<file path="src/rtl/core/wav_header_parser_assert.svh">
// ----------------------------------------------------------------------------
// WAV header parser assertion macros
// Concurrent checks clocked by clock and disabled during reset.
// ----------------------------------------------------------------------------
`ifndef WAV_HEADER_PARSER_ASSERT_SVH
`define WAV_HEADER_PARSER_ASSERT_SVH

// Consequent must hold in the same cycle as the antecedent.
`define WAVP_ASSERT_SAME(label, ante, cons, msg) \
   label: assert property (@(posedge clock) disable iff (reset) (ante) |-> (cons)) \
      else $error(msg);

// Consequent must hold in the cycle after the antecedent.
`define WAVP_ASSERT_NEXT(label, ante, cons, msg) \
   label: assert property (@(posedge clock) disable iff (reset) (ante) |=> (cons)) \
      else $error(msg);

`endif

</file>
<file path="src/rtl/core/wavp_pkg.sv">
// ----------------------------------------------------------------------------
// WAV header parser package
// Payload types, register indexes and RIFF/WAVE constants.
// ----------------------------------------------------------------------------
package wavp_pkg;

   localparam int BYTE_W    = 8;
   localparam int WORD_W    = 32;
   localparam int HALF_W    = 16;
   localparam int CFG_W     = 32;
   localparam int CSR_IDX_W = 2;

   typedef enum logic [CSR_IDX_W-1:0] {
      CSR_EXPECTED_RATE     = 2'd0,
      CSR_EXPECTED_CHANNELS = 2'd1,
      CSR_EXPECTED_BITS     = 2'd2
   } wavp_csr_index_type;

   localparam logic [WORD_W-1:0] RESET_RATE     = 32'd16000;
   localparam logic [HALF_W-1:0] RESET_CHANNELS = 16'd1;
   localparam logic [HALF_W-1:0] RESET_BITS     = 16'd16;

   localparam logic [WORD_W-1:0] RIFF_MAGIC  = 32'h52494646;
   localparam logic [WORD_W-1:0] WAVE_MAGIC  = 32'h57415645;
   localparam logic [WORD_W-1:0] TAG_FMT     = 32'h666D7420;
   localparam logic [WORD_W-1:0] TAG_DATA    = 32'h64617461;
   localparam logic [WORD_W-1:0] FMT_MIN_LEN = 32'd16;
   localparam logic [HALF_W-1:0] PCM_TAG     = 16'd1;

   localparam logic [3:0] RIFF_LAST_IDX = 4'd11;
   localparam logic [3:0] HDR_LAST_IDX  = 4'd7;
   localparam logic [3:0] FMT_LAST_IDX  = 4'd15;

   typedef struct packed {
      logic [BYTE_W-1:0] byte_value;
      logic              first_byte;
      logic              last_byte;
   } wavp_req_type;

   typedef struct packed {
      logic              accepted;
      logic [WORD_W-1:0] payload_offset;
      logic [WORD_W-1:0] payload_size;
   } wavp_rsp_type;

   // request held in the input register
   typedef struct packed {
      logic         valid;
      wavp_req_type data;
   } wavp_item_type;

   // verdict headed for the result register
   typedef struct packed {
      logic         valid;
      wavp_rsp_type data;
   } wavp_result_type;

   // {compare, byte} for a byte of the 12-byte file header
   function automatic logic [BYTE_W:0] riff_expect(input logic [3:0] k);
      logic [BYTE_W:0] want;
      unique case (k)
         4'd0:    want = {1'b1, RIFF_MAGIC[31:24]};
         4'd1:    want = {1'b1, RIFF_MAGIC[23:16]};
         4'd2:    want = {1'b1, RIFF_MAGIC[15:8]};
         4'd3:    want = {1'b1, RIFF_MAGIC[7:0]};
         4'd8:    want = {1'b1, WAVE_MAGIC[31:24]};
         4'd9:    want = {1'b1, WAVE_MAGIC[23:16]};
         4'd10:   want = {1'b1, WAVE_MAGIC[15:8]};
         4'd11:   want = {1'b1, WAVE_MAGIC[7:0]};
         default: want = '0;
      endcase
      return want;
   endfunction

   // {compare, byte} for a byte of the fmt chunk body
   function automatic logic [BYTE_W:0] fmt_expect(
      input logic [3:0]        k,
      input logic [WORD_W-1:0] rate,
      input logic [HALF_W-1:0] chans,
      input logic [HALF_W-1:0] bits
   );
      logic [BYTE_W:0] want;
      unique case (k)
         4'd0:    want = {1'b1, PCM_TAG[7:0]};
         4'd1:    want = {1'b1, PCM_TAG[15:8]};
         4'd2:    want = {1'b1, chans[7:0]};
         4'd3:    want = {1'b1, chans[15:8]};
         4'd4:    want = {1'b1, rate[7:0]};
         4'd5:    want = {1'b1, rate[15:8]};
         4'd6:    want = {1'b1, rate[23:16]};
         4'd7:    want = {1'b1, rate[31:24]};
         4'd14:   want = {1'b1, bits[7:0]};
         4'd15:   want = {1'b1, bits[15:8]};
         default: want = '0;
      endcase
      return want;
   endfunction

endpackage

</file>
<file path="src/rtl/core/wavp_stream_if.sv">
// ----------------------------------------------------------------------------
// WAV header parser stream channel
// Valid/ready channel carrying one payload item per handshake.
// ----------------------------------------------------------------------------
interface wavp_stream_if #(parameter type payload_type = logic) ();
   logic        valid;
   logic        ready;
   payload_type payload;

   modport source (output valid, output payload, input ready);
   modport sink (input valid, input payload, output ready);
endinterface

</file>
<file path="src/rtl/core/wavp_in_stage.sv">
// ----------------------------------------------------------------------------
// WAV header parser input register
// Holds one request until the parse engine consumes it.
// ----------------------------------------------------------------------------
module wavp_in_stage (
   input  logic                    clock,
   input  logic                    reset,
   wavp_stream_if.sink             req_chan,
   input  logic                    in_advance,
   output wavp_pkg::wavp_item_type in_item
);
   import wavp_pkg::*;

   logic         valid_ff;
   logic         valid_in;
   wavp_req_type data_ff;
   logic         take;

   assign req_chan.ready = !valid_ff || in_advance;
   assign take           = req_chan.valid && req_chan.ready;

   always_comb begin
      priority if (take) begin
         valid_in = 1'b1;
      end else if (in_advance) begin
         valid_in = 1'b0;
      end else begin
         valid_in = valid_ff;
      end
   end

   always_ff @(posedge clock) begin
      if (reset) begin
         valid_ff <= 1'b0;
      end else begin
         valid_ff <= valid_in;
      end
   end

   always_ff @(posedge clock) begin
      if (take) begin
         data_ff <= req_chan.payload;
      end
   end

   assign in_item.valid = valid_ff;
   assign in_item.data  = data_ff;
endmodule

</file>
<file path="src/rtl/core/wavp_parse_engine.sv">
// ----------------------------------------------------------------------------
// WAV header parser engine
// Per-byte header walk, configuration registers and verdict generation.
// ----------------------------------------------------------------------------
`include "wav_header_parser_assert.svh"

module wavp_parse_engine (
   input  logic                               clock,
   input  logic                               reset,
   input  logic                               csr_wr_en,
   input  logic [wavp_pkg::CSR_IDX_W-1:0]     csr_index,
   input  logic [wavp_pkg::CFG_W-1:0]         csr_wr_data,
   input  wavp_pkg::wavp_item_type            in_item,
   input  logic                               slot_free,
   output logic                               in_advance,
   output wavp_pkg::wavp_result_type          result
);
   import wavp_pkg::*;

   typedef enum logic [4:0] {
      PH_RIFF = 5'b00001,
      PH_HDR  = 5'b00010,
      PH_FMT  = 5'b00100,
      PH_SKIP = 5'b01000,
      PH_DONE = 5'b10000
   } phase_type;

   typedef enum logic [1:0] {
      V_NONE   = 2'd0,
      V_ACCEPT = 2'd1,
      V_REJECT = 2'd2
   } verdict_type;

   // configuration
   logic [WORD_W-1:0] rate_ff;
   logic [HALF_W-1:0] chan_ff;
   logic [HALF_W-1:0] bits_ff;

   // parse state
   phase_type         phase_ff, phase_in, cur_phase;
   logic [3:0]        bif_ff, bif_in, cur_bif;
   logic [WORD_W-1:0] pos_ff, pos_in, cur_pos;
   logic [WORD_W-1:0] tag_ff, tag_in, cur_tag;
   logic [WORD_W-1:0] len_ff, len_in, cur_len;
   logic [WORD_W:0]   skip_ff, skip_in, cur_skip;
   logic              match_ff, match_in, cur_match;
   logic              fmt_ok_ff, fmt_ok_in, cur_fmt_ok;

   logic              step_en;
   logic              active;
   logic              go_hdr;
   logic              match_n;
   logic [BYTE_W:0]   want;
   logic [BYTE_W-1:0] b;
   logic [WORD_W-1:0] tag_w;
   logic [WORD_W-1:0] len_w;
   logic [WORD_W:0]   skip_w;
   verdict_type       verdict;

   assign step_en    = in_item.valid && slot_free;
   assign in_advance = step_en;
   assign b          = in_item.data.byte_value;

   // a first byte restarts the walk before this byte is looked at
   always_comb begin
      if (in_item.data.first_byte) begin
         cur_phase  = PH_RIFF;
         cur_bif    = '0;
         cur_pos    = '0;
         cur_tag    = '0;
         cur_len    = '0;
         cur_skip   = '0;
         cur_match  = 1'b1;
         cur_fmt_ok = 1'b0;
      end else begin
         cur_phase  = phase_ff;
         cur_bif    = bif_ff;
         cur_pos    = pos_ff;
         cur_tag    = tag_ff;
         cur_len    = len_ff;
         cur_skip   = skip_ff;
         cur_match  = match_ff;
         cur_fmt_ok = fmt_ok_ff;
      end
   end

   always_comb begin
      phase_in  = cur_phase;
      bif_in    = cur_bif;
      pos_in    = cur_pos;
      tag_in    = cur_tag;
      len_in    = cur_len;
      skip_in   = cur_skip;
      match_in  = cur_match;
      fmt_ok_in = cur_fmt_ok;
      active    = 1'b1;
      go_hdr    = 1'b0;
      verdict   = V_NONE;
      want      = '0;
      match_n   = cur_match;
      tag_w     = cur_tag;
      len_w     = cur_len;
      skip_w    = '0;

      unique case (cur_phase)
         PH_RIFF: begin
            want     = riff_expect(cur_bif);
            match_n  = cur_match && !(want[BYTE_W] && (b != want[BYTE_W-1:0]));
            match_in = match_n;
            if (cur_bif >= RIFF_LAST_IDX) begin
               if (match_n) begin
                  go_hdr = 1'b1;
               end else begin
                  verdict = V_REJECT;
               end
            end else begin
               bif_in = cur_bif + 4'd1;
            end
         end
         PH_HDR: begin
            if (cur_bif < 4'd4) begin
               tag_w = {cur_tag[WORD_W-BYTE_W-1:0], b};
            end
            // size bytes arrive little-endian
            if (cur_bif[3:2] == 2'b01) begin
               unique case (cur_bif[1:0])
                  2'd0: len_w[7:0]   = cur_len[7:0]   | b;
                  2'd1: len_w[15:8]  = cur_len[15:8]  | b;
                  2'd2: len_w[23:16] = cur_len[23:16] | b;
                  2'd3: len_w[31:24] = cur_len[31:24] | b;
                  default: len_w = cur_len;
               endcase
            end
            tag_in = tag_w;
            len_in = len_w;
            skip_w = {1'b0, len_w} + {{WORD_W{1'b0}}, len_w[0]};
            if (cur_bif < HDR_LAST_IDX) begin
               bif_in = cur_bif + 4'd1;
            end else if (tag_w == TAG_FMT) begin
               if (len_w < FMT_MIN_LEN) begin
                  verdict = V_REJECT;
               end else begin
                  phase_in = PH_FMT;
                  bif_in   = '0;
                  match_in = 1'b1;
               end
            end else if (tag_w == TAG_DATA) begin
               if (!cur_fmt_ok || (len_w == '0)) begin
                  verdict = V_REJECT;
               end else begin
                  verdict = V_ACCEPT;
               end
            end else begin
               skip_in = skip_w;
               if (skip_w == '0) begin
                  go_hdr = 1'b1;
               end else begin
                  phase_in = PH_SKIP;
               end
            end
         end
         PH_FMT: begin
            want     = fmt_expect(cur_bif, rate_ff, chan_ff, bits_ff);
            match_n  = cur_match && !(want[BYTE_W] && (b != want[BYTE_W-1:0]));
            match_in = match_n;
            skip_w   = {1'b0, cur_len - FMT_MIN_LEN} + {{WORD_W{1'b0}}, cur_len[0]};
            if (cur_bif < FMT_LAST_IDX) begin
               bif_in = cur_bif + 4'd1;
            end else begin
               fmt_ok_in = match_n;
               skip_in   = skip_w;
               if (skip_w == '0) begin
                  go_hdr = 1'b1;
               end else begin
                  phase_in = PH_SKIP;
               end
            end
         end
         PH_SKIP: begin
            skip_in = cur_skip - {{WORD_W{1'b0}}, 1'b1};
            if (cur_skip <= {{WORD_W{1'b0}}, 1'b1}) begin
               skip_in = '0;
               go_hdr  = 1'b1;
            end
         end
         PH_DONE: begin
            active = 1'b0;
         end
         default: begin
            active = 1'b0;
         end
      endcase

      if (go_hdr) begin
         phase_in = PH_HDR;
         bif_in   = '0;
         tag_in   = '0;
         len_in   = '0;
      end

      if (active) begin
         if ((verdict == V_NONE) && in_item.data.last_byte) begin
            verdict = V_REJECT;
         end
         // the position after the last representable one cannot be held
         if ((verdict != V_REJECT) && (cur_pos == {WORD_W{1'b1}})) begin
            verdict = V_REJECT;
         end
         pos_in = cur_pos + 32'd1;
         if (verdict != V_NONE) begin
            phase_in = PH_DONE;
         end
      end
   end

   always_comb begin
      result.valid = step_en && active && (verdict != V_NONE);
      if (verdict == V_ACCEPT) begin
         result.data.accepted       = 1'b1;
         result.data.payload_offset = cur_pos + 32'd1;
         result.data.payload_size   = len_w;
      end else begin
         result.data.accepted       = 1'b0;
         result.data.payload_offset = '0;
         result.data.payload_size   = '0;
      end
   end

   always_ff @(posedge clock) begin
      if (reset) begin
         rate_ff <= RESET_RATE;
         chan_ff <= RESET_CHANNELS;
         bits_ff <= RESET_BITS;
      end else if (csr_wr_en) begin
         unique case (csr_index)
            CSR_EXPECTED_RATE:     rate_ff <= csr_wr_data;
            CSR_EXPECTED_CHANNELS: chan_ff <= csr_wr_data[HALF_W-1:0];
            CSR_EXPECTED_BITS:     bits_ff <= csr_wr_data[HALF_W-1:0];
            default: begin
               rate_ff <= rate_ff;
            end
         endcase
      end
   end

   always_ff @(posedge clock) begin
      if (reset) begin
         phase_ff  <= PH_RIFF;
         bif_ff    <= '0;
         pos_ff    <= '0;
         tag_ff    <= '0;
         len_ff    <= '0;
         skip_ff   <= '0;
         match_ff  <= 1'b1;
         fmt_ok_ff <= 1'b0;
      end else if (step_en) begin
         phase_ff  <= phase_in;
         bif_ff    <= bif_in;
         pos_ff    <= pos_in;
         tag_ff    <= tag_in;
         len_ff    <= len_in;
         skip_ff   <= skip_in;
         match_ff  <= match_in;
         fmt_ok_ff <= fmt_ok_in;
      end
   end

   `WAVP_ASSERT_NEXT(a_verdict_ends_walk, result.valid, phase_ff == PH_DONE, "verdict did not end the walk")
   `WAVP_ASSERT_SAME(a_done_is_silent, step_en && (phase_ff == PH_DONE) && !in_item.data.first_byte, !result.valid, "result after verdict")
   `WAVP_ASSERT_SAME(a_accept_needs_fmt, result.valid && result.data.accepted, cur_fmt_ok && (result.data.payload_size != '0), "accept without matched fmt chunk")
   `WAVP_ASSERT_SAME(a_skip_nonzero, phase_ff == PH_SKIP, skip_ff != '0, "skip phase with empty count")
endmodule

</file>
<file path="src/rtl/core/wavp_out_stage.sv">
// ----------------------------------------------------------------------------
// WAV header parser result register
// Holds one verdict until the response side takes it.
// ----------------------------------------------------------------------------
module wavp_out_stage (
   input  logic                      clock,
   input  logic                      reset,
   input  wavp_pkg::wavp_result_type result,
   output logic                      slot_free,
   wavp_stream_if.source             rsp_chan
);
   import wavp_pkg::*;

   logic         valid_ff;
   logic         valid_in;
   wavp_rsp_type data_ff;

   assign slot_free = !valid_ff || rsp_chan.ready;

   // hold the result until taken, then load the next one
   always_comb begin
      if (slot_free) begin
         valid_in = result.valid;
      end else begin
         valid_in = valid_ff;
      end
   end

   always_ff @(posedge clock) begin
      if (reset) begin
         valid_ff <= 1'b0;
      end else begin
         valid_ff <= valid_in;
      end
   end

   always_ff @(posedge clock) begin
      if (slot_free && result.valid) begin
         data_ff <= result.data;
      end
   end

   assign rsp_chan.valid   = valid_ff;
   assign rsp_chan.payload = data_ff;
endmodule

</file>
<file path="src/rtl/core/wav_header_parser.sv">
// A request is registered in the input register and its verdict in the result register.
// Throughput: one file byte per cycle while no waiting response stalls the parse step.
// A waiting response stalls the parse step; the input register then takes a request
// only while it is empty.
// Reset is synchronous, active high: the walk restarts at file position zero
// and the expected rate, channels and bits return to 16000, 1 and 16.
// ----------------------------------------------------------------------------
// WAV header parser
// Byte-serial RIFF/WAVE header check giving data payload offset and size.
// ----------------------------------------------------------------------------
module wav_header_parser (
   input  logic                           clock,
   input  logic                           reset,
   wavp_stream_if.sink                    req_chan,
   wavp_stream_if.source                  rsp_chan,
   input  logic                           csr_wr_en,
   input  logic [wavp_pkg::CSR_IDX_W-1:0] csr_index,
   input  logic [wavp_pkg::CFG_W-1:0]     csr_wr_data
);
   import wavp_pkg::*;

   wavp_item_type   in_item;
   wavp_result_type result;
   logic            in_advance;
   logic            slot_free;

   wavp_in_stage u_in_stage (
      .clock      (clock),
      .reset      (reset),
      .req_chan   (req_chan),
      .in_advance (in_advance),
      .in_item    (in_item)
   );

   wavp_parse_engine u_parse_engine (
      .clock       (clock),
      .reset       (reset),
      .csr_wr_en   (csr_wr_en),
      .csr_index   (csr_index),
      .csr_wr_data (csr_wr_data),
      .in_item     (in_item),
      .slot_free   (slot_free),
      .in_advance  (in_advance),
      .result      (result)
   );

   wavp_out_stage u_out_stage (
      .clock     (clock),
      .reset     (reset),
      .result    (result),
      .slot_free (slot_free),
      .rsp_chan  (rsp_chan)
   );
endmodule
</file>
<file path="src/flat_wrapper.sv">
// flat-port wrapper written by rule: the top's interface ports become plain ports
module wav_header_parser_flat import wavp_pkg::*;
  (clock, reset, csr_wr_en, csr_index, csr_wr_data, req_chan_valid, req_chan_payload, req_chan_ready, rsp_chan_valid, rsp_chan_payload, rsp_chan_ready);
  wavp_stream_if req_chan_i ();
  wavp_stream_if rsp_chan_i ();
  input  logic clock;
  input  logic reset;
  input  logic csr_wr_en;
  input  logic [wavp_pkg::CSR_IDX_W-1:0] csr_index;
  input  logic [wavp_pkg::CFG_W-1:0] csr_wr_data;
  input wire logic [$bits(req_chan_i.valid)-1:0] req_chan_valid;
  input wire logic [$bits(req_chan_i.payload)-1:0] req_chan_payload;
  output wire logic [$bits(req_chan_i.ready)-1:0] req_chan_ready;
  output wire logic [$bits(rsp_chan_i.valid)-1:0] rsp_chan_valid;
  output wire logic [$bits(rsp_chan_i.payload)-1:0] rsp_chan_payload;
  input wire logic [$bits(rsp_chan_i.ready)-1:0] rsp_chan_ready;
  assign req_chan_i.valid = req_chan_valid;
  assign req_chan_i.payload = req_chan_payload;
  assign req_chan_ready = req_chan_i.ready;
  assign rsp_chan_valid = rsp_chan_i.valid;
  assign rsp_chan_payload = rsp_chan_i.payload;
  assign rsp_chan_i.ready = rsp_chan_ready;
  wav_header_parser u_core (.clock(clock), .reset(reset), .req_chan(req_chan_i), .rsp_chan(rsp_chan_i), .csr_wr_en(csr_wr_en), .csr_index(csr_index), .csr_wr_data(csr_wr_data));
endmodule
</file>
<file path="config.mk">
export PLATFORM = sky130hd
export DESIGN_NAME = wav_header_parser_flat
export DESIGN_NICKNAME = d
export VERILOG_FILES = /design/src/rtl/core/wavp_pkg.sv /design/src/rtl/core/wavp_stream_if.sv /design/src/rtl/core/wavp_in_stage.sv /design/src/rtl/core/wavp_parse_engine.sv /design/src/rtl/core/wavp_out_stage.sv /design/src/rtl/core/wav_header_parser.sv /design/src/flat_wrapper.sv
export VERILOG_INCLUDE_DIRS = /design/src /design/src/rtl/core
export SDC_FILE = /design/constraint.sdc
export NUM_CORES = 1
export LEC_CHECK = 0
export ABC_AREA = 1
export BUFFER_PORTS_ARGS = -buffer_cell sky130_fd_sc_hd__buf_2
export CAP_MARGIN = 0
export CORE_MARGIN = 1
export CORE_UTILIZATION = 60
export DETAILED_ROUTE_END_ITERATION = 6
export GPL_TIMING_DRIVEN = 0
export PLACE_DENSITY = 0.88
export SLEW_MARGIN = 10
export SYNTH_ARGS = -nofsm -noshare
export SYNTH_HDL_FRONTEND = slang
export SYNTH_SLANG_ARGS = --single-unit
</file>
<file path="constraint.sdc">
create_clock -name clock -period 2.89 [get_ports clock]
set_input_delay 0.1445 -clock clock [delete_from_list [all_inputs] [get_ports clock]]
set_output_delay 0.1445 -clock clock [all_outputs]
set_load 0.05 [all_outputs]
</file>
Yosys cells after proc, flatten, opt, wreduce, memory -nomap -nowiden
Memory sizes are Yosys's and may differ from the RTL's. A register that Yosys moved wholly into a read port is not among the register bits. Cells that the tools add are included.

Flip-flop bits (word level): 208. Latch bits: 0. Memory bits (writable): 0. Memory bits (read-only): 112. Input port bits: 40. Output and inout bits: 3. Logic and storage cells: 172. Memories kept: 1.

Memories: (name not given) (depth 16, width 7, read ports 1, clocked after Yosys merged registers in 1, wr ports 0, line wavp_pkg.sv:61) `unique case (k)`.

Add/subtract/negate cells: 6. $mul: 0. Divide/modulo/power cells: 0. Magnitude comparators: 6. Equality and inequality tests: 30. Shift-type cells: 0. Multiplexer cells: 69. Bitwise gates (word level): 1. Reduce and logical (&&, ||, !) cells: 44.

Operators with widths (number): 2-to-1 mux 32 bit (8); 2-to-1 mux 33 bit (5); case mux 33 bit (3 select lines) (1); case mux 9 bit (10 select lines) (1); adder 32 x 1 -> 33 bit (2); zero test 33 bit (2); equality test 32 x 31 -> 1 bit (second input constant) (2); 2-to-1 mux 5 bit (10); less-or-equal comparator 33 x 1 -> 1 bit (second input constant) (1); subtractor 33 x 1 -> 33 bit (second input constant) (1); adder 32 x 1 -> 32 bit (second input constant) (1); equality test 32 bit (second input constant) (1); zero test 32 bit (1); < comparator 32 x 5 -> 1 bit (second input constant) (1); 2-to-1 mux 4 bit (8); subtractor 32 x 5 -> 32 bit (second input constant) (1); 2-to-1 mux 2 bit (12); 2-to-1 mux 9 bit (2); 2-to-1 mux 1 bit (17); equality test 4 x 3 -> 1 bit (second input constant) (4); nonzero test 8 bit (2); inequality test 2 bit (second input constant) (7); case mux 4 bit (3 select lines) (1); AND reduction 6 bit (2); 32 further kinds (63).

Depth between registers and ports, before layout
Gate-level depths: netlist (run 1).

Word-level depth: 21. Mapped depth: 19.

By module
From an unflattened synthesis (run 1), not the netlist that was laid out.

Cell total of the unflattened synthesis: 3027. Area, all modules: 17510.5 µm².

Modules (own cells, without submodules): wavp_parse_engine (instances 1, cells an instance 3002, area an instance 17276.6 µm², sequential area each 4083.9 µm²); wavp_in_stage (instances 1, cells an instance 18, area an instance 156.4 µm², sequential area each 50.0 µm²); wavp_out_stage (instances 1, cells an instance 7, area an instance 77.6 µm², sequential area each 50.0 µm²).

Least setup slack after synthesis (run 1)
OpenSTA, ideal clock, no wires.

Path type: reg2reg. Start point: reg u_core.u_parse_engine.phase_ff[3]. End point: reg u_core.u_parse_engine.pos_ff[26]. Library setup time: 0.119 ns. Arrival time: 1.968 ns. Required time: 2.771 ns. Slack: 0.802 ns. Cell stages (with the launch flop): 15. Buffers on the path: 0. Period minus slack after synthesis: 2.088 ns. Cell sequence: dfxtp_1 inv_1 nand4_1 nand3_1 nor2_1 nor2_2 nand2_1 nor2_2 nand2_1 nor2_1 nand2_1 nor2_1 nand2_1 o21ai_0 a21oi_1.

Longest elaborated chain between the ends: 4. Elaborated cells between the ends (all ways): 7.

Ends and longest elaborated chain: from (decl) (line wavp_parse_engine.sv:40) `phase_type phase_ff, phase_in, cur_phase;`; from (signal assigned) (line wavp_parse_engine.sv:257) `phase_ff <= phase_in;`; equality test 5 x 3 -> 1 bit (tied with other cells) (line wavp_parse_engine.sv:105) `unique case (cur_phase)`; OR reduction 4 bit (no source line) (*); 2-to-1 mux 1 bit (*) (line wavp_parse_engine.sv:105); AND reduction 2 bit (no source line) (*); to (signal assigned) (line wavp_parse_engine.sv:259) `pos_ff <= pos_in;`; to (decl) (line wavp_parse_engine.sv:42) `logic [WORD_W-1:0] pos_ff, pos_in, cur_pos;`.

Mark *: on every way between the ends. The rest lies on a longest branch, timed or not. A chain may end at the register's enable or synchronous reset.

Worst setup path in the final report (run 1)
Start point: reg u_core.u_parse_engine.bif_ff[3]. End point: reg u_core.u_parse_engine.skip_ff[18].

Longest elaborated chain between the ends: 6. Elaborated cells between the ends (all ways): 12.

Ends and longest elaborated chain: from (decl) (line wavp_parse_engine.sv:41) `logic [3:0] bif_ff, bif_in, cur_bif;`; from (signal assigned) (line wavp_parse_engine.sv:258) `bif_ff <= bif_in;`; < comparator 4 x 3 -> 1 bit (line wavp_parse_engine.sv:121) `if (cur_bif < 4'd4) begin`; 2-to-1 mux 32 bit (line wavp_parse_engine.sv:121); 2-to-1 mux 32 bit (line wavp_parse_engine.sv:105); equality test 32 x 31 -> 1 bit, on equally long branches (line wavp_parse_engine.sv:147, wavp_parse_engine.sv:139); inequality test 2 bit (no source line); AND reduction 6 bit (no source line) (*); to (signal assigned) (line wavp_parse_engine.sv:262) `skip_ff <= skip_in;`; to (decl) (line wavp_parse_engine.sv:45) `logic [WORD_W:0] skip_ff, skip_in, cur_skip;`.

Mark *: on every way between the ends. The rest lies on a longest branch, timed or not. The select of a mux whose other input is x is not followed.

==> results.py, run 1 <==
metrics = {
    "final_layout": {
        "area_growth_pct": 15.6,
        "drive_above_1_share": 0.0823,
        "nNetsFinal": 1431,
        "n_antenna_cell": 0,
        "finish.utilization": 0.717,
        "fill_cells": 1119,
        "fin_area_um2": 10000,
    },
    "sta": {
        "fmax_mhz": 377,
        "tightest_slew_ns": 0.749,
        "fin_crit_sh": 0.918,
        "setup_ws_ns": 0.237,
        "rsz0062_at_grt": "no",
        "hold_violations": 0,
        "finalCriticalPeriod_ns": 2.65,
        "relSlewSlack": 0.497,
        "slew_violations": 0,
        "setup-tns-final_ns": 0,
        "finalSetupViolCount": 0,
        "skew_ns": 0.0101,
    },
    "global_route": {
        "grt_pass1_wl_um": 38800,
        "grt.overflow.total": 0,
        "antenna_found_initial": 0,
        "grt_max_degree": 18,
        "grt_pass1_vias": 8480,
        "grt_usage": 0.331,
    },
    "synthesis": {
        "synth_top_area_frac": 0.402,
        "synth_ff_type": "dfxtp_1",
        "yosys.area.top_type": "dfxtp_1",
        "synthTopCellsByArea": "dfxtp_1 40%, nand2_1 13%, nor2_1 7.9%",
        "synth_nets": 1337,
        "netlist_area_um2": 8670,
        "synth_cell_types": 51,
        "syn_avg_cell_area_um2": 6.72,
        "ys_seq_area_frac": 0.405,
        "syn_inst": 1290,
        "ys_seq_elements": 175,
        "ys_warn_count": 0,
        "synthArstFlopShare": 0,
        "synth_edf_count": 1,
    },
    "route": {
        "dr_wl_met3_um": 1880,
        "vias_per_cell": 5.73,
        "wl_met1_um": 10000,
        "num_vias": 9030,
        "wirelength_um": 24000,
        "wl_met2_um": 11200,
        "drc": 0,
        "ant_nets": 0,
        "drt_iter0_markers": 1018,
        "dr.max_layer_used": "met4",
        "avgRoutedWirePerCell_um": 15.2,
        "dr.pass1.iters": 6,
    },
    "setup_path": {
        "startpoint_type": "register",
        "critPathArrivalTime_ns": 2.98,
        "cp_data_required_time_ns": 3.21,
        "endpoint_kind": "register",
        "path_class": "reg2reg",
        "path_max_fanout": 10,
    },
    "placement": {
        "dp_hpwl_um": 16400,
        "io_buffers": 41,
        "place_worst_setup_slack_ns": 0.275,
        "gp_congestion": 0.974,
        "dpl-instance-area_um2": 9100,
    },
    "pwr": {
        "totalPowerFinal_uw": 5100,
        "powerDensity_nw_per_um2": 508,
        "p_leak_uw": 0.00427,
        "irDropWorstVdd_mv": 0.444,
    },
    "floorplan": {
        "die_w_um": 122,
        "fp.coreArea_um2": 14000,
        "start_util": 0.620,
        "io_pins": 43,
        "die-height_um": 122,
        "dieArea_um2": 14900,
        "rows": 43,
    },
    "worst_hold_path": {
        "hold_class": "in2reg",
    },
    "clock_tree": {
        "cts_tree": "built",
        "root_buffer": "clkbuf_16",
        "htree_levels": 4,
        "cts_buffers": 17,
        "path_clk_slew_ns": 0.08,
        "cts_sinks": 175,
        "clk_path_buf_depth": 2,
        "clock_latency_ns": 0.44,
    },
    "outcome": {
        "status": "complete, no violations",
    },
    "flow_run": {
        "maxCapViolCount": 0,
    },
}
what timing repair did:
item / in CTS / in global routing
hold buffers: 32 / 0
endpoints found under the setup margin: 0 / 6
endpoints found under the hold margin: 40 / 0
setup buffers: 0 / 2
resized for setup: 0 / 2
cell usage after synthesis (6+ instances only):
| master | instances |
|---|---|
| buf_2 | 11 |
| nand4_1 | 23 |
| a21oi_1 | 118 |
| o211a_1 | 7 |
| nor3_1 | 45 |
| o21ai_1 | 6 |
| nor2_1 | 183 |
| nand3_1 | 46 |
| clkbuf_1 | 29 |
| inv_1 | 133 |
| nor4_1 | 6 |
| nand2_1 | 292 |
| a211oi_1 | 6 |
| ha_1 | 7 |
| dfxtp_1 | 174 |
| xor2_1 | 17 |
| o21ai_0 | 118 |
critical path, stage by stage, from the launching register on:
cell and delay (ns):
dfxtp_1 0.30, buf_4 0.17, nor2_4 0.19, buf_4 0.22, nand2_1 0.05, o21ai_0 0.14
nor2_1 0.09, nand2_1 0.07, nor2_1 0.06, nand3_2 0.12, nand2_1 0.07, nand2_1 0.08
nand2_2 0.11, nor2_1 0.19, buf_2 0.29, buf_2 0.26, a21oi_1 0.09
metal layers:
| metal | global-route usage | vias up |
|---|---|---|
| met5 | 0 | - |
| met2 | 0.537 | 437 |
| li1 | - | 4404 |
| met3 | 0.0716 | 85 |
| met4 | 0.181 | 0 |
| met1 | 0.407 | 4104 |
final cells by class:
| type | count | area [um2] | area share |
|---|---|---|---|
| timing repair buffer | 75 | 541 | 0.0539 |
| inverter | 141 | 529 | 0.0528 |
| sequential | 175 | 3510 | 0.350 |
| multi-input combinational | 926 | 4420 | 0.441 |
| buffer | 48 | 220 | 0.0220 |
| tap | 180 | 225 | 0.0225 |
| clock buffer | 17 | 425 | 0.0424 |
| clock inverter | 15 | 151 | 0.0151 |
registers in the layout, summed over array words and instances (netlist names), named ones only:
signal / flops
u_core.u_in_stage.valid_ff: 1
u_core.u_parse_engine.bits_ff: 16
u_core.u_parse_engine.rate_ff: 32
u_core.u_parse_engine.match_ff: 1
u_core.u_in_stage.in_item: 1
u_core.u_parse_engine.chan_ff: 16
u_core.u_parse_engine.skip_ff: 33
u_core.u_parse_engine.tag_ff: 32
u_core.u_parse_engine.bif_ff: 4
u_core.u_parse_engine.phase_ff: 5
u_core.u_parse_engine.pos_ff: 32
u_core.u_out_stage.rsp_chan.valid: 1
metrics by stage:
stage / hold slack [ns] / instances
2_1_floorplan: 0.243 / 1290
3_3_place_gp: 0.327 / 1511
3_5_place_dp: 0.324 / 1511
4_1_cts: 0.00743 / 1575
5_1_grt: 0.0578 / 1577
6_report: 0.0311 / 1577
power breakdown:
group          internal [uW]  switching, uW  leakage, uW  total (uW)
clock network           1220           1060     0.000284        2280
registers               2470           28.5      0.00142        2500
logic                    116            208      0.00257         324
kinds of logic (layout without fill, tap and decap cells):
kind of cell,after synthesis,after routing,synth area share
xor gates and xnor gates,21,21,0.0212
AOI/OAI and AO/OA,281,281,0.177
DFF,175,175,0.405
other,1,1,0.000432
buffers and inverters,189,296,0.0864
adders and majority gates,7,7,0.0101
and+or+nand+nor,616,616,0.300
cell usage in the layout, fill, tap and decap left out, types with 5 or more instances in the layout:
cell,instances
dfxtp_1,174
xor2_1,17
o21ai_0,118
nand3_1,46
ha_1,7
nor3_1,45
a21oi_1,118
nor4_1,6
nor2_1,183
a211oi_1,6
o211a_1,7
buf_2,52
buf_4,7
inv_1,133
nand4_1,23
o22ai_1,5
o21ai_1,6
dlygate4sd3_1,32
nand2_1,292
clkbuf_16,17
clkbuf_1,29
path summary, 6_finish.rpt:
kind                                             startpoint                                        endpoint  slack, ns  cells after the start
max            u_core.u_parse_engine.bif_ff[3]$_SDFFE_PP0N_  u_core.u_parse_engine.skip_ff[18]$_SDFFE_PP0P_       0.24                     16
min                                          csr_wr_data[8]   u_core.u_parse_engine.rate_ff[8]$_SDFFE_PP0P_       0.03                      3
max reg2reg    u_core.u_parse_engine.bif_ff[3]$_SDFFE_PP0N_  u_core.u_parse_engine.skip_ff[18]$_SDFFE_PP0P_       0.24                     16
min reg2reg  u_core.u_parse_engine.rate_ff[11]$_SDFFE_PP1P_  u_core.u_parse_engine.rate_ff[11]$_SDFFE_PP1P_       0.46                      2
Note: power is estimated with default switching activity, not from simulation.
==> inputs of run 2 (changes only) <==
--- a/config.mk
+++ b/config.mk
@@ -6,15 +6,15 @@
 export SDC_FILE = /design/constraint.sdc
 export NUM_CORES = 1
 export LEC_CHECK = 0
-export ABC_AREA = 1
 export BUFFER_PORTS_ARGS = -buffer_cell sky130_fd_sc_hd__buf_2
 export CAP_MARGIN = 0
 export CORE_MARGIN = 1
 export CORE_UTILIZATION = 60
 export DETAILED_ROUTE_END_ITERATION = 6
 export GPL_TIMING_DRIVEN = 0
-export PLACE_DENSITY = 0.88
+export PLACE_DENSITY = 0.87
 export SLEW_MARGIN = 10
 export SYNTH_ARGS = -nofsm -noshare
 export SYNTH_HDL_FRONTEND = slang
+export SYNTH_HIERARCHICAL = 1
 export SYNTH_SLANG_ARGS = --single-unit
==> run 2 against run 1 <==
The flow now stops in global routing (5_1_grt). Area after synthesis increased by 89%. Synthesized cell count is 82% higher.
==> results.py, run 2 <==
metrics = {
    "clock_tree": {
        "clk_path_buf_depth": 3,
        "root_buffer": "clkbuf_16",
        "cts_buffers": 26,
        "htree_levels": 1,
    },
    "synthesis": {
        "syn_inst": 2342,
        "ys_warn_count": 6,
        "netlist_area_um2": 16400,
        "syn_avg_cell_area_um2": 7.02,
    },
    "floorplan": {
        "die-height_um": 168,
        "die_w_um": 168,
        "start_util": 0.610,
        "rows": 60,
        "io_pins": 43,
    },
    "placement": {
        "io_buffers": 42,
        "gp_congestion": 1.10,
        "place_worst_setup_slack_ns": -1.63,
        "dp.cells": 2733,
        "dpl-instance-area_um2": 17500,
        "dp_hpwl_um": 55300,
    },
    "global_route": {
        "grt_usage": 0.730,
        "grt_max_degree": 19,
        "grt.overflow.total": 16,
    },
    "sta": {
        "grt-worst-endpoint": "u_core/u_parse_engine/tag_ff[19]$_SDFFE_PP0P_/D",
        "endpoint_type": "sequential cell input",
    },
    "outcome": {
        "failed_stage": "global routing (5_1_grt)",
        "stop_error": "[ERROR GRT-0232] Routing congestion too high. Check the congestion heatmap in the GUI.",
        "status": "aborted with a tool error",
    },
}
[run 2: what timing repair did]
action                                  in CTS
endpoints found under the hold margin       68
cloned                                       5
hold buffers                                36
resized for setup                          385
endpoints found under the setup margin     126
pin swaps                                  128
setup buffers                              140
[run 2: metal layers]
layer	GRT overflow	track usage
met5	0	0.184
met4	9	0.712
met3	0	0.542
met2	7	0.908
met1	0	0.755
[run 2: per-stage QoR]
stage / setup TNS (ns) / hold WS (ns)
2_1_floorplan: -55.61 / 0.207
3_3_place_gp: -144.68 / 0.323
3_5_place_dp: -148.64 / 0.324
4_1_cts: -76.03 / 0.0160
